**config.mk**
```make
export PLATFORM = sky130hd
export DESIGN_NAME = input_event_latency_monitor_unit_flat
export DESIGN_NICKNAME = d
export VERILOG_FILES = /design/src/hdl/ielm_pkg.sv /design/src/hdl/ielm_stream_if.sv /design/src/hdl/ielm_divider.sv /design/src/hdl/ielm_count_ram.sv /design/src/hdl/input_event_latency_monitor_unit.sv /design/src/flat_wrapper.sv
export VERILOG_INCLUDE_DIRS = /design/src /design/src/hdl
export SDC_FILE = /design/constraint.sdc
export NUM_CORES = 2
export LEC_CHECK = 0
export BUFFER_PORTS_ARGS = -buffer_cell sky130_fd_sc_hd__buf_2
export CAP_MARGIN = 20
export CORE_MARGIN = 2
export CORE_UTILIZATION = 55
export CTS_BUF_LIST = sky130_fd_sc_hd__clkbuf_4
export DETAILED_ROUTE_END_ITERATION = 6
export PLACE_DENSITY = 0.83
export SLEW_MARGIN = 5
export SYNTH_ARGS = -nofsm -noshare
export SYNTH_HDL_FRONTEND = slang
export SYNTH_HIERARCHICAL = 1
export SYNTH_SLANG_ARGS = --single-unit
```
**constraint.sdc**
```tcl
create_clock -name clk -period 13.6 [get_ports clk]
set_clock_uncertainty 0.05 [all_clocks]
set_input_delay 0.68 -clock clk [delete_from_list [all_inputs] [get_ports clk]]
set_output_delay 0.68 -clock clk [all_outputs]
set_load 0.02 [all_outputs]
```
**src/hdl/input_event_latency_monitor_unit_assert.svh**
```systemverilog
// Assertion macros for the event latency monitor.
// Used by the top level; relies on clk and arst_n being in scope.
`ifndef INPUT_EVENT_LATENCY_MONITOR_UNIT_ASSERT_SVH
`define INPUT_EVENT_LATENCY_MONITOR_UNIT_ASSERT_SVH

// Same-cycle implication, checked outside reset.
`define IELM_ASSERT(lbl, pre, post, msg) \
	lbl: assert property (@(posedge clk) disable iff (!arst_n) (pre) |-> (post)) \
		else $error(msg);

// Next-cycle implication, checked outside reset.
`define IELM_ASSERT_NEXT(lbl, pre, post, msg) \
	lbl: assert property (@(posedge clk) disable iff (!arst_n) (pre) |=> (post)) \
		else $error(msg);

`endif

```
**src/hdl/ielm_pkg.sv**
```systemverilog
// Package for the event latency monitor: item types, codes, limits, FSM states.
// No dependencies.
package ielm_pkg;

	localparam int CNT_W  = 32;
	localparam int SUM_W  = 48;
	localparam int LAT_W  = 31;
	localparam int RATE_W = 10;
	localparam int STEP_W = 6;

	localparam logic [1:0] FUNC_RECORD = 2'd0;
	localparam logic [1:0] FUNC_QUERY  = 2'd1;
	localparam logic [1:0] FUNC_ADAPT  = 2'd2;

	localparam logic [CNT_W-1:0]  CNT_MAX   = '1;
	localparam logic [SUM_W-1:0]  SUM_MAX   = '1;
	localparam logic [LAT_W-1:0]  LAT_MAX   = '1;
	localparam logic [31:0]       MIN_UNSET = '1;

	localparam logic [RATE_W-1:0] RATE_NUM  = 10'd1000;
	localparam logic [RATE_W-1:0] RATE_HI   = 10'd60;
	localparam logic [RATE_W-1:0] RATE_LO   = 10'd30;
	localparam logic [STEP_W-1:0] RATE_STEPS = STEP_W'(RATE_W);
	localparam logic [STEP_W-1:0] AVG_STEPS  = STEP_W'(SUM_W);

	localparam logic [3:0] RESP_FAST  = 4'd2;
	localparam logic [3:0] RESP_MID   = 4'd5;
	localparam logic [3:0] RESP_SLOW  = 4'd10;
	localparam logic [3:0] PRIO_TOP   = 4'd10;
	localparam logic [3:0] PRIO_OTHER = 4'd5;
	localparam logic [3:0] PRIO_NONE  = 4'd0;

	typedef struct packed {
		logic [1:0]         func;
		logic [31:0]        timestamp_ms;
		logic [3:0]         dev_kind;
		logic signed [31:0] lat_sample;
	} in_item_t;

	typedef struct packed {
		logic [RATE_W-1:0] event_rate;
		logic [CNT_W-1:0]  total_events;
		logic [LAT_W-1:0]  average_latency;
		logic [LAT_W-1:0]  max_latency;
		logic [LAT_W-1:0]  min_latency;
		logic [CNT_W-1:0]  type_count;
		logic [3:0]        type_priority;
		logic [3:0]        response_setting;
		logic              status;
	} out_item_t;

	typedef struct packed {
		logic              start;
		logic [STEP_W-1:0] steps;
		logic [SUM_W-1:0]  dividend;
		logic [CNT_W-1:0]  divisor;
	} div_req_t;

	typedef struct packed {
		logic             done;
		logic [SUM_W-1:0] quotient;
	} div_rsp_t;

	typedef enum logic [3:0] {
		S_IDLE,
		S_READ,
		S_RATE_GO,
		S_RATE_WAIT,
		S_AVG_GO,
		S_AVG_WAIT,
		S_SCAN_RD,
		S_SCAN_CMP,
		S_OUT
	} state_t;

endpackage

```
**src/hdl/ielm_stream_if.sv**
```systemverilog
// Valid/ready channel carrying one item of a given payload type.
// No dependencies.
interface ielm_stream_if #(parameter type payload_t = logic) ();
	logic     valid;
	logic     ready;
	payload_t payload;

	modport source (output valid, output payload, input ready);
	modport sink (input valid, input payload, output ready);
endinterface

```
**src/hdl/ielm_divider.sv**
```systemverilog
// Shared restoring divider, one quotient bit per cycle.
// Depends on ielm_pkg.
module ielm_divider import ielm_pkg::*; (
	input  logic     clk,
	input  logic     arst_n,
	input  div_req_t req,
	output div_rsp_t rsp
);

	logic [CNT_W-1:0]  rem_q;
	logic [SUM_W-1:0]  quo_q;
	logic [CNT_W-1:0]  dvs_q;
	logic [STEP_W-1:0] cnt_q;
	logic              busy_q;
	logic              done_q;

	logic [CNT_W:0]   trial;
	logic [CNT_W:0]   diff;
	logic             ge;
	logic [CNT_W-1:0] rem_nx;

	assign trial  = {rem_q, quo_q[SUM_W-1]};
	assign diff   = trial - {1'b0, dvs_q};
	assign ge     = trial >= {1'b0, dvs_q};
	assign rem_nx = ge ? diff[CNT_W-1:0] : trial[CNT_W-1:0];

	always_ff @(posedge clk or negedge arst_n) begin
		if (!arst_n) begin
			busy_q <= 1'b0;
			done_q <= 1'b0;
			cnt_q  <= '0;
		end else if (req.start) begin
			busy_q <= 1'b1;
			done_q <= 1'b0;
			cnt_q  <= req.steps;
		end else if (busy_q) begin
			cnt_q <= cnt_q - 1'b1;
			if (cnt_q == STEP_W'(1)) begin
				busy_q <= 1'b0;
				done_q <= 1'b1;
			end
		end else begin
			done_q <= 1'b0;
		end
	end

	always_ff @(posedge clk) begin
		if (req.start) begin
			rem_q <= '0;
			quo_q <= req.dividend;
			dvs_q <= req.divisor;
		end else if (busy_q) begin
			rem_q <= rem_nx;
			quo_q <= {quo_q[SUM_W-2:0], ge};
		end
	end

	assign rsp.done     = done_q;
	assign rsp.quotient = quo_q;

endmodule

```
**src/hdl/ielm_count_ram.sv**
```systemverilog
// Per-type event counter memory with registered read and per-entry valid bits.
// Depends on ielm_pkg.
module ielm_count_ram import ielm_pkg::*; #(
	parameter int NUM_TYPES = 10,
	localparam int IDX_W = $clog2(NUM_TYPES)
) (
	input  logic             clk,
	input  logic             arst_n,
	input  logic             rd_en,
	input  logic [IDX_W-1:0] rd_addr,
	output logic [CNT_W-1:0] rd_data,
	input  logic             wr_en,
	input  logic [IDX_W-1:0] wr_addr,
	input  logic [CNT_W-1:0] wr_data
);

	logic [CNT_W-1:0]     mem [NUM_TYPES];
	logic [NUM_TYPES-1:0] valid_q;
	logic [CNT_W-1:0]     rd_data_q;

	// an entry never written reads as zero
	always_ff @(posedge clk or negedge arst_n) begin
		if (!arst_n) begin
			valid_q <= '0;
		end else if (wr_en) begin
			valid_q[wr_addr] <= 1'b1;
		end
	end

	always_ff @(posedge clk) begin
		if (wr_en) begin
			mem[wr_addr] <= wr_data;
		end
	end

	always_ff @(posedge clk) begin
		if (rd_en) begin
			rd_data_q <= valid_q[rd_addr] ? mem[rd_addr] : '0;
		end
	end

	assign rd_data = rd_data_q;

endmodule

```
**src/hdl/input_event_latency_monitor_unit.sv**
```systemverilog
// Top level of the event rate and latency monitor: control FSM and statistics.
// Depends on ielm_pkg, ielm_stream_if, ielm_divider, ielm_count_ram and the assert header.
//
//  channel | dir | payload    | handshake
//  --------+-----+------------+----------------------------
//  req     | in  | in_item_t  | valid/ready, taken when both high
//  rsp     | out | out_item_t | valid/ready, one item per req item
//
// One item is worked at a time; req.ready is high only while the FSM is idle.
// Record: the 48-step average division runs in the shared divider, preceded by the
// 10-step rate division when the rate is updated.
// Query: goes straight to the output state. Adapt: one counter memory read per type.
// The result register lets the next item be accepted while rsp is stalled; a
// finished item waits in the output state until the register frees up.
// Reset (arst_n) clears all statistics at once, the per-type counts through valid bits; no sweep.
`include "input_event_latency_monitor_unit_assert.svh"
module input_event_latency_monitor_unit import ielm_pkg::*; #(
	parameter int NUM_TYPES = 10
) (
	input  logic          clk,
	input  logic          arst_n,
	ielm_stream_if.sink   req,
	ielm_stream_if.source rsp
);

	localparam int IDX_W = $clog2(NUM_TYPES);

	state_t state_q, state_nx;

	// captured item
	logic [1:0]       func_q;
	logic [31:0]      ts_q;
	logic [31:0]      lat_q;
	logic [IDX_W-1:0] dev_idx_q;
	logic             dev_ok_q;

	// statistics
	logic [CNT_W-1:0]  total_q;
	logic [SUM_W-1:0]  sum_q;
	logic [LAT_W-1:0]  max_q;
	logic [31:0]       min_q;
	logic [31:0]       prev_q;
	logic [RATE_W-1:0] rate_q;
	logic [LAT_W-1:0]  avg_q;
	logic [3:0]        resp_set_q;
	logic              prio_valid_q;
	logic [IDX_W-1:0]  best_q;

	// work registers
	logic [CNT_W-1:0] count_q;
	logic [CNT_W-1:0] gap_q;
	logic [IDX_W-1:0] scan_q;
	logic [IDX_W-1:0] cand_q;
	logic [CNT_W-1:0] best_cnt_q;

	// result register
	out_item_t out_q;
	logic      out_valid_q;

	// memory and divider hookup
	logic             ram_rd_en;
	logic [IDX_W-1:0] ram_rd_addr;
	logic [CNT_W-1:0] ram_rdata;
	logic             ram_wr_en;
	div_req_t         div_req;
	div_rsp_t         div_rsp;

	logic accept;
	logic dev_ok_in;
	logic out_load;
	logic rate_cond;
	logic lat_pos;
	logic [SUM_W:0] sum_nx;
	logic scan_last;
	logic scan_gt;
	logic [CNT_W-1:0] scan_best_cnt;
	logic [3:0] prio_out;
	logic div_wait;

	assign accept    = req.valid && req.ready;
	assign dev_ok_in = 6'(req.payload.dev_kind) < 6'(NUM_TYPES);
	assign rate_cond = (prev_q != '0) && (ts_q > prev_q);
	assign lat_pos   = !lat_q[31] && (lat_q != '0);
	assign sum_nx    = {1'b0, sum_q} + (SUM_W+1)'(lat_q[LAT_W-1:0]);
	assign scan_last = scan_q == IDX_W'(NUM_TYPES - 1);
	assign scan_gt   = ram_rdata > best_cnt_q;
	assign scan_best_cnt = scan_gt ? ram_rdata : best_cnt_q;
	assign div_wait  = (state_q == S_RATE_WAIT) || (state_q == S_AVG_WAIT);

	ielm_count_ram #(.NUM_TYPES(NUM_TYPES)) u_count_ram (
		.clk     (clk),
		.arst_n  (arst_n),
		.rd_en   (ram_rd_en),
		.rd_addr (ram_rd_addr),
		.rd_data (ram_rdata),
		.wr_en   (ram_wr_en),
		.wr_addr (dev_idx_q),
		.wr_data (ram_rdata + 1'b1)
	);

	ielm_divider u_divider (
		.clk    (clk),
		.arst_n (arst_n),
		.req    (div_req),
		.rsp    (div_rsp)
	);

	// next state
	always_comb begin
		state_nx = state_q;
		unique case (state_q)
			S_IDLE: begin
				if (accept) state_nx = S_READ;
			end
			S_READ: begin
				priority if (func_q == FUNC_RECORD) begin
					state_nx = rate_cond ? S_RATE_GO : S_AVG_GO;
				end else if (func_q == FUNC_ADAPT) begin
					state_nx = S_SCAN_RD;
				end else begin
					state_nx = S_OUT;
				end
			end
			S_RATE_GO:   state_nx = S_RATE_WAIT;
			S_RATE_WAIT: begin
				if (div_rsp.done) state_nx = S_AVG_GO;
			end
			S_AVG_GO:    state_nx = S_AVG_WAIT;
			S_AVG_WAIT: begin
				if (div_rsp.done) state_nx = S_OUT;
			end
			S_SCAN_RD:   state_nx = S_SCAN_CMP;
			S_SCAN_CMP:  state_nx = scan_last ? S_OUT : S_SCAN_RD;
			S_OUT: begin
				if (out_load) state_nx = S_IDLE;
			end
			default:     state_nx = S_IDLE;
		endcase
	end

	// outputs of the FSM
	always_comb begin
		req.ready        = 1'b0;
		ram_rd_en        = 1'b0;
		ram_rd_addr      = scan_q;
		ram_wr_en        = 1'b0;
		out_load         = 1'b0;
		div_req.start    = 1'b0;
		div_req.steps    = AVG_STEPS;
		div_req.dividend = sum_q;
		div_req.divisor  = total_q;
		unique case (state_q)
			S_IDLE: begin
				req.ready   = 1'b1;
				ram_rd_en   = req.valid && dev_ok_in;
				ram_rd_addr = IDX_W'(req.payload.dev_kind);
			end
			S_READ: begin
				ram_wr_en = (func_q == FUNC_RECORD) && dev_ok_q && (ram_rdata != CNT_MAX);
			end
			S_RATE_GO: begin
				div_req.start    = 1'b1;
				div_req.steps    = RATE_STEPS;
				// left-align the numerator so only RATE_W steps are needed
				div_req.dividend = {RATE_NUM, (SUM_W-RATE_W)'(0)};
				div_req.divisor  = gap_q;
			end
			S_AVG_GO: begin
				div_req.start = 1'b1;
			end
			S_SCAN_RD: begin
				ram_rd_en = 1'b1;
			end
			S_OUT: begin
				out_load = !out_valid_q || rsp.ready;
			end
			default: begin
			end
		endcase
	end

	always_ff @(posedge clk or negedge arst_n) begin
		if (!arst_n) begin
			state_q <= S_IDLE;
		end else begin
			state_q <= state_nx;
		end
	end

	// capture the item
	always_ff @(posedge clk) begin
		if (accept) begin
			func_q    <= req.payload.func;
			ts_q      <= req.payload.timestamp_ms;
			lat_q     <= req.payload.lat_sample;
			dev_idx_q <= IDX_W'(req.payload.dev_kind);
			dev_ok_q  <= dev_ok_in;
		end
	end

	// statistics update
	always_ff @(posedge clk or negedge arst_n) begin
		if (!arst_n) begin
			total_q      <= '0;
			sum_q        <= '0;
			max_q        <= '0;
			min_q        <= MIN_UNSET;
			prev_q       <= '0;
			rate_q       <= '0;
			avg_q        <= '0;
			resp_set_q   <= RESP_MID;
			prio_valid_q <= 1'b0;
			best_q       <= '0;
		end else begin
			if (state_q == S_READ && func_q == FUNC_RECORD) begin
				prev_q <= ts_q;
				if (total_q != CNT_MAX) total_q <= total_q + 1'b1;
				if (lat_pos) begin
					sum_q <= sum_nx[SUM_W] ? SUM_MAX : sum_nx[SUM_W-1:0];
					if (lat_q[LAT_W-1:0] > max_q) max_q <= lat_q[LAT_W-1:0];
					if (lat_q < min_q) min_q <= lat_q;
				end
			end
			if (state_q == S_READ && func_q == FUNC_ADAPT) begin
				priority if (rate_q > RATE_HI) begin
					resp_set_q <= RESP_FAST;
				end else if (rate_q > RATE_LO) begin
					resp_set_q <= RESP_MID;
				end else begin
					resp_set_q <= RESP_SLOW;
				end
			end
			if (state_q == S_RATE_WAIT && div_rsp.done) begin
				rate_q <= div_rsp.quotient[RATE_W-1:0];
			end
			if (state_q == S_AVG_WAIT && div_rsp.done) begin
				// clamp the average to the output range
				avg_q <= (|div_rsp.quotient[SUM_W-1:LAT_W]) ? LAT_MAX
					: div_rsp.quotient[LAT_W-1:0];
			end
			// first maximum wins; all-zero counts leave priorities alone
			if (state_q == S_SCAN_CMP && scan_last && scan_best_cnt != '0) begin
				prio_valid_q <= 1'b1;
				best_q       <= scan_gt ? scan_q : cand_q;
			end
		end
	end

	// work registers: addressed count, gap, scan
	always_ff @(posedge clk) begin
		if (state_q == S_READ) begin
			gap_q      <= ts_q - prev_q;
			scan_q     <= '0;
			cand_q     <= '0;
			best_cnt_q <= '0;
			priority if (!dev_ok_q) begin
				count_q <= '0;
			end else if (func_q == FUNC_RECORD && ram_rdata != CNT_MAX) begin
				count_q <= ram_rdata + 1'b1;
			end else begin
				count_q <= ram_rdata;
			end
		end
		if (state_q == S_SCAN_CMP) begin
			if (scan_gt) begin
				best_cnt_q <= ram_rdata;
				cand_q     <= scan_q;
			end
			if (!scan_last) scan_q <= scan_q + 1'b1;
		end
	end

	// result assembly
	always_comb begin
		prio_out = PRIO_NONE;
		if (dev_ok_q && prio_valid_q) begin
			prio_out = (dev_idx_q == best_q) ? PRIO_TOP : PRIO_OTHER;
		end
	end

	always_ff @(posedge clk) begin
		if (out_load) begin
			out_q.event_rate       <= rate_q;
			out_q.total_events     <= total_q;
			out_q.average_latency  <= avg_q;
			out_q.max_latency      <= max_q;
			out_q.min_latency      <= (min_q == MIN_UNSET) ? '0 : min_q[LAT_W-1:0];
			out_q.type_count       <= count_q;
			out_q.type_priority    <= prio_out;
			out_q.response_setting <= resp_set_q;
			out_q.status           <= !dev_ok_q;
		end
	end

	always_ff @(posedge clk or negedge arst_n) begin
		if (!arst_n) begin
			out_valid_q <= 1'b0;
		end else if (out_load) begin
			out_valid_q <= 1'b1;
		end else if (rsp.ready) begin
			out_valid_q <= 1'b0;
		end
	end

	assign rsp.valid   = out_valid_q;
	assign rsp.payload = out_q;

	`IELM_ASSERT(a_div_done_wait, div_rsp.done, div_wait, "divider done outside a wait state")
	`IELM_ASSERT(a_wr_record, ram_wr_en, (func_q == FUNC_RECORD && dev_ok_q), "stray counter write")
	`IELM_ASSERT(a_min_le_max, (min_q != MIN_UNSET), (32'(max_q) >= min_q), "minimum above maximum")
	`IELM_ASSERT(a_sum_needs_total, (total_q == '0), (sum_q == '0), "latency sum without events")
	`IELM_ASSERT_NEXT(a_load_frees, out_load, (req.ready && rsp.valid), "load did not go idle")

endmodule

```
**src/flat_wrapper.sv**
```systemverilog
// flat-port wrapper written by rule: the top's interface ports become plain ports
module input_event_latency_monitor_unit_flat import ielm_pkg::*;
#(
	parameter int NUM_TYPES = 10
)
  (clk, arst_n, req_valid, req_payload, req_ready, rsp_valid, rsp_payload, rsp_ready);
  ielm_stream_if #(.payload_t(in_item_t)) req_i ();
  ielm_stream_if #(.payload_t(out_item_t)) rsp_i ();
  input  logic clk;
  input  logic arst_n;
  input wire logic [$bits(req_i.valid)-1:0] req_valid;
  input wire logic [$bits(req_i.payload)-1:0] req_payload;
  output wire logic [$bits(req_i.ready)-1:0] req_ready;
  output wire logic [$bits(rsp_i.valid)-1:0] rsp_valid;
  output wire logic [$bits(rsp_i.payload)-1:0] rsp_payload;
  input wire logic [$bits(rsp_i.ready)-1:0] rsp_ready;
  assign req_i.valid = req_valid;
  assign req_i.payload = req_payload;
  assign req_ready = req_i.ready;
  assign rsp_valid = rsp_i.valid;
  assign rsp_payload = rsp_i.payload;
  assign rsp_i.ready = rsp_ready;
  input_event_latency_monitor_unit #(.NUM_TYPES(NUM_TYPES)) u_core (.clk(clk), .arst_n(arst_n), .req(req_i), .rsp(rsp_i));
endmodule
```
==> results.py <==
metrics = {
    "status": {
        "status": "completed",
    },
    "layout": {
        "multi_input_area_um2": 17300,
        "area_growth_pct": 14.2,
        "seqCellArea_um2": 29900,
        "fin_cells": 5399,
        "n_fill_cell": 6149,
        "finalNetCount": 4307,
        "drive_above_1_share_pct": 26.7,
    },
    "grt": {
        "grt_overflow": 0,
        "grt_pass1_wl_um": 179000,
        "track_usage_pct": 25.8,
        "antenna_found_initial": 11,
        "grt_max_degree": 114,
        "grt_pass1_vias": 32065,
    },
    "sta": {
        "slew_headroom_pct": 14.9,
        "hold_violations": 0,
        "tightest_slew_ns": 1.28,
        "fmax_mhz": 197,
        "setup_tns_ns": 0,
        "final-setup-viol-count": 0,
        "maxSlewViolCount": 0,
        "post-route-period-util_pct": 37.3,
        "rsz0062_at_grt": "no",
        "finalCriticalPeriod_ns": 5.07,
    },
    "cts": {
        "cts_sinks": 1059,
        "cts_max_level": 5,
        "cts-root-buf": "clkbuf_4",
        "max-clock-path-buffers": 4,
        "cts_inserted_buffers": 282,
        "clock_latency_ns": 1.16,
        "cts_tree": "built",
        "path_clk_slew_ns": 0.07,
        "cts_resized": 0,
    },
    "worst_setup_path": {
        "path_max_fanout": 36,
        "r2r-start": "u_core/state_q[0]",
        "rr_endpoint": "u_core/u_count_ram/rd_data[15]",
        "start_kind": "flop",
        "regToRegSetupSlack_ns": 8.53,
        "crit_type": "reg2reg",
        "worstPathRequired_ns": 14.40,
        "cp_data_arrival_time_ns": 5.87,
        "cp-startpoint": "u_core/state_q[0]",
        "end_kind": "flop",
        "reg2reg_depth": 8,
    },
    "drt": {
        "drc_errors": 0,
        "ant_nets": 0,
        "wl_per_cell_um": 21.5,
        "drtIter0Drc": 3019,
        "drt_pass1_iterations": 7,
        "avgViaCountPerCell": 5.90,
        "via_count": 31864,
        "wl_um": 116000,
    },
    "floorplanning": {
        "row_count": 108,
        "die_area_um2": 90600,
        "start_util_pct": 55.7,
        "fp.dieH_um": 301,
        "chipWidth_um": 301,
        "coreArea_um2": 87000,
        "ios": 252,
    },
    "pwr": {
        "power_density_nw_per_um2": 112,
        "power_mw": 6.22,
        "peakVddDrop_uv": 120,
        "p_leak_nw": 21.6,
    },
    "synthesis": {
        "async_reset_ff_share_pct": 23.3,
        "syn_inst": 3524,
        "avgSynthCellArea_um2": 13.8,
        "synthFlopType": "edfxtp_1",
        "yosys.cell_types.count": 99,
        "yosys_register_bits": 1059,
        "seq_area_frac_synth_pct": 61.6,
        "syn_area_um2": 48500,
        "synth_edf_count": 740,
        "ys_warn_count": 6,
    },
    "worst_hold_path": {
        "hp-class": "in2async",
    },
    "place": {
        "portBuffers": 251,
        "place_congestion": 0.895,
        "dp.cells": 4830,
        "hpwl_um": 76600,
    },
    "job": {
        "cap_violations": 0,
    },
}
==> kinds of logic (layout without fill, tap and decap cells) <==
group,Yosys count,in the layout,share of synthesized area (%)
other,1,10,0.00773
xor gates and xnor gates,175,175,3.16
AOI/OAI and AO/OA,587,587,8.32
and+or+nand+nor,831,831,8.78
buffers and inverters,350,1061,3.05
DFF,1059,1059,61.6
muxes,323,323,9.92
adders and majority gates,198,198,5.15
==> critical path, stage by stage, from the launching register on <==
cell and delay (ns):
dfrtp_1 0.58, nor4_2 0.96, mux2_2 0.31, buf_4 0.63, mux4_2 0.59, a2bb2oi_1 0.15, a32oi_2 0.96, buf_4 0.44
nor2b_1 0.09
==> cells in the mapped netlist, drive strengths merged (13+ instances only) <==
cell	n	area share, %
o31ai	39	0.62
a211oi	32	0.54
dfxtp	72	3.0
o21a	21	0.33
or2	25	0.32
nor2	156	1.2
xnor2	103	1.9
or3	22	0.28
edfxtp	740	46
nor2b	99	1.3
nor3	49	0.52
and2	13	0.17
a21oi	147	1.5
dfstp	33	1.8
ha	195	5.0
and3	28	0.36
o21bai	16	0.25
xor2	72	1.3
inv	206	1.6
nand2	208	1.6
mux4	97	4.5
nand4	64	0.84
o21ai	105	1.1
nand2b	20	0.26
buf	49	0.72
mux2	197	4.8
dfrtp	214	11
clkbuf	95	0.74
a21o	76	1.2
nand3	64	0.67
mux2i	29	0.60
nor4	48	0.63
a31oi	13	0.18
o22a	58	1.0
==> final cells by class <==
type	instances	area share (%)
sequential	1059	53.9
antenna	8	0.0361
inverter	206	1.40
clock inverter	74	0.725
clock buffer	411	5.57
tap	1155	2.61
timing repair buffer	370	4.48
multi-input combinational	2116	31.3
==> state kept, by name, summed over array words and instances (netlist names), 48 cells and up <==
| register | flops |
|---|---|
| u_core/sum_q | 48 |
| u_core/rsp.payload | 173 |
| u_core/u_divider/quo_q | 48 |
| u_core/u_count_ram/mem | 320 |
==> per-layer routing <==
| layer | GRT usage [%] | part of all wire, % |
|---|---|---|
| met4 | 10.0 | 2.9 |
| met3 | 6.10 | 8.8 |
| met1 | 33.3 | 39 |
| met2 | 42.3 | 49 |
| met5 | 0 | 0.011 |
==> placed cells by master (no fill, tap or decap), types with 16 or more instances in the layout <==
master	netlist	final
clkinv_1	0	49
o31ai_1	37	37
nor2_1	155	147
and3_1	28	27
nor4_1	47	44
buf_2	24	250
nor3_1	48	42
dfrtp_1	214	214
inv_1	205	204
ha_1	195	195
nand4_1	63	63
nor2b_1	97	97
dfxtp_1	72	72
nand3_1	63	63
clkbuf_4	0	411
xor2_1	72	72
buf_4	7	38
mux2_4	28	28
a21oi_1	145	145
o21ai_1	17	16
o21bai_1	16	16
o22a_1	58	58
o21a_1	21	21
a21o_1	76	76
dlygate4sd3_1	0	73
a211oi_1	29	28
o21ai_0	87	86
nand2b_1	20	20
or2_2	23	23
or3_1	22	22
dfstp_2	33	33
mux2i_1	29	29
nand2_1	207	207
xnor2_1	103	103
mux4_2	94	94
edfxtp_1	740	740
mux2_2	169	169
==> through the flow <==
| step | setup slack [ns] | hold WS, ns | cell area [um^2] | util, % |
|---|---|---|---|---|
| floorplan | 8.06 | 0.334 | 48500 | - |
| global placement | 8.74 | 0.354 | 51000 | 58.6 |
| detailed placement | 8.63 | 0.356 | 51100 | 58.7 |
| CTS | 8.58 | 0.0752 | 55300 | 63.6 |
| global route | 8.32 | 0.125 | 55400 | 63.7 |
| finish | 8.53 | 0.172 | 55400 | 63.7 |
==> repair_timing <==
item / in CTS / in global routing
buffers inserted: 0 / 0
hold buffers: 73 / 0
hold endpoints to repair: 177 / 0
==> power by group <==
group                 switching (mW)  total, mW  internal, mW  leakage, nW
sequential     0.0000000000000000392       3.42          3.42         9.99
combinational                 0.0254     0.0472        0.0218         9.53
clock                           1.29       2.75          1.46         2.11
==> how the worst max path moves through the flow <==
stage / to / cells after the start
final: u_core/u_count_ram/rd_data[15] / 8
after global routing: u_core/u_count_ram/rd_data[15] / 8
after CTS: u_core/u_count_ram/rd_data[15] / 8
after detailed placement: u_core/u_count_ram/rd_data[20] / 8
after global placement: u_core/u_count_ram/rd_data[21] / 8
after floorplan: u_core/rsp.payload[0] / 4
Power figures use the tool's default switching activity.
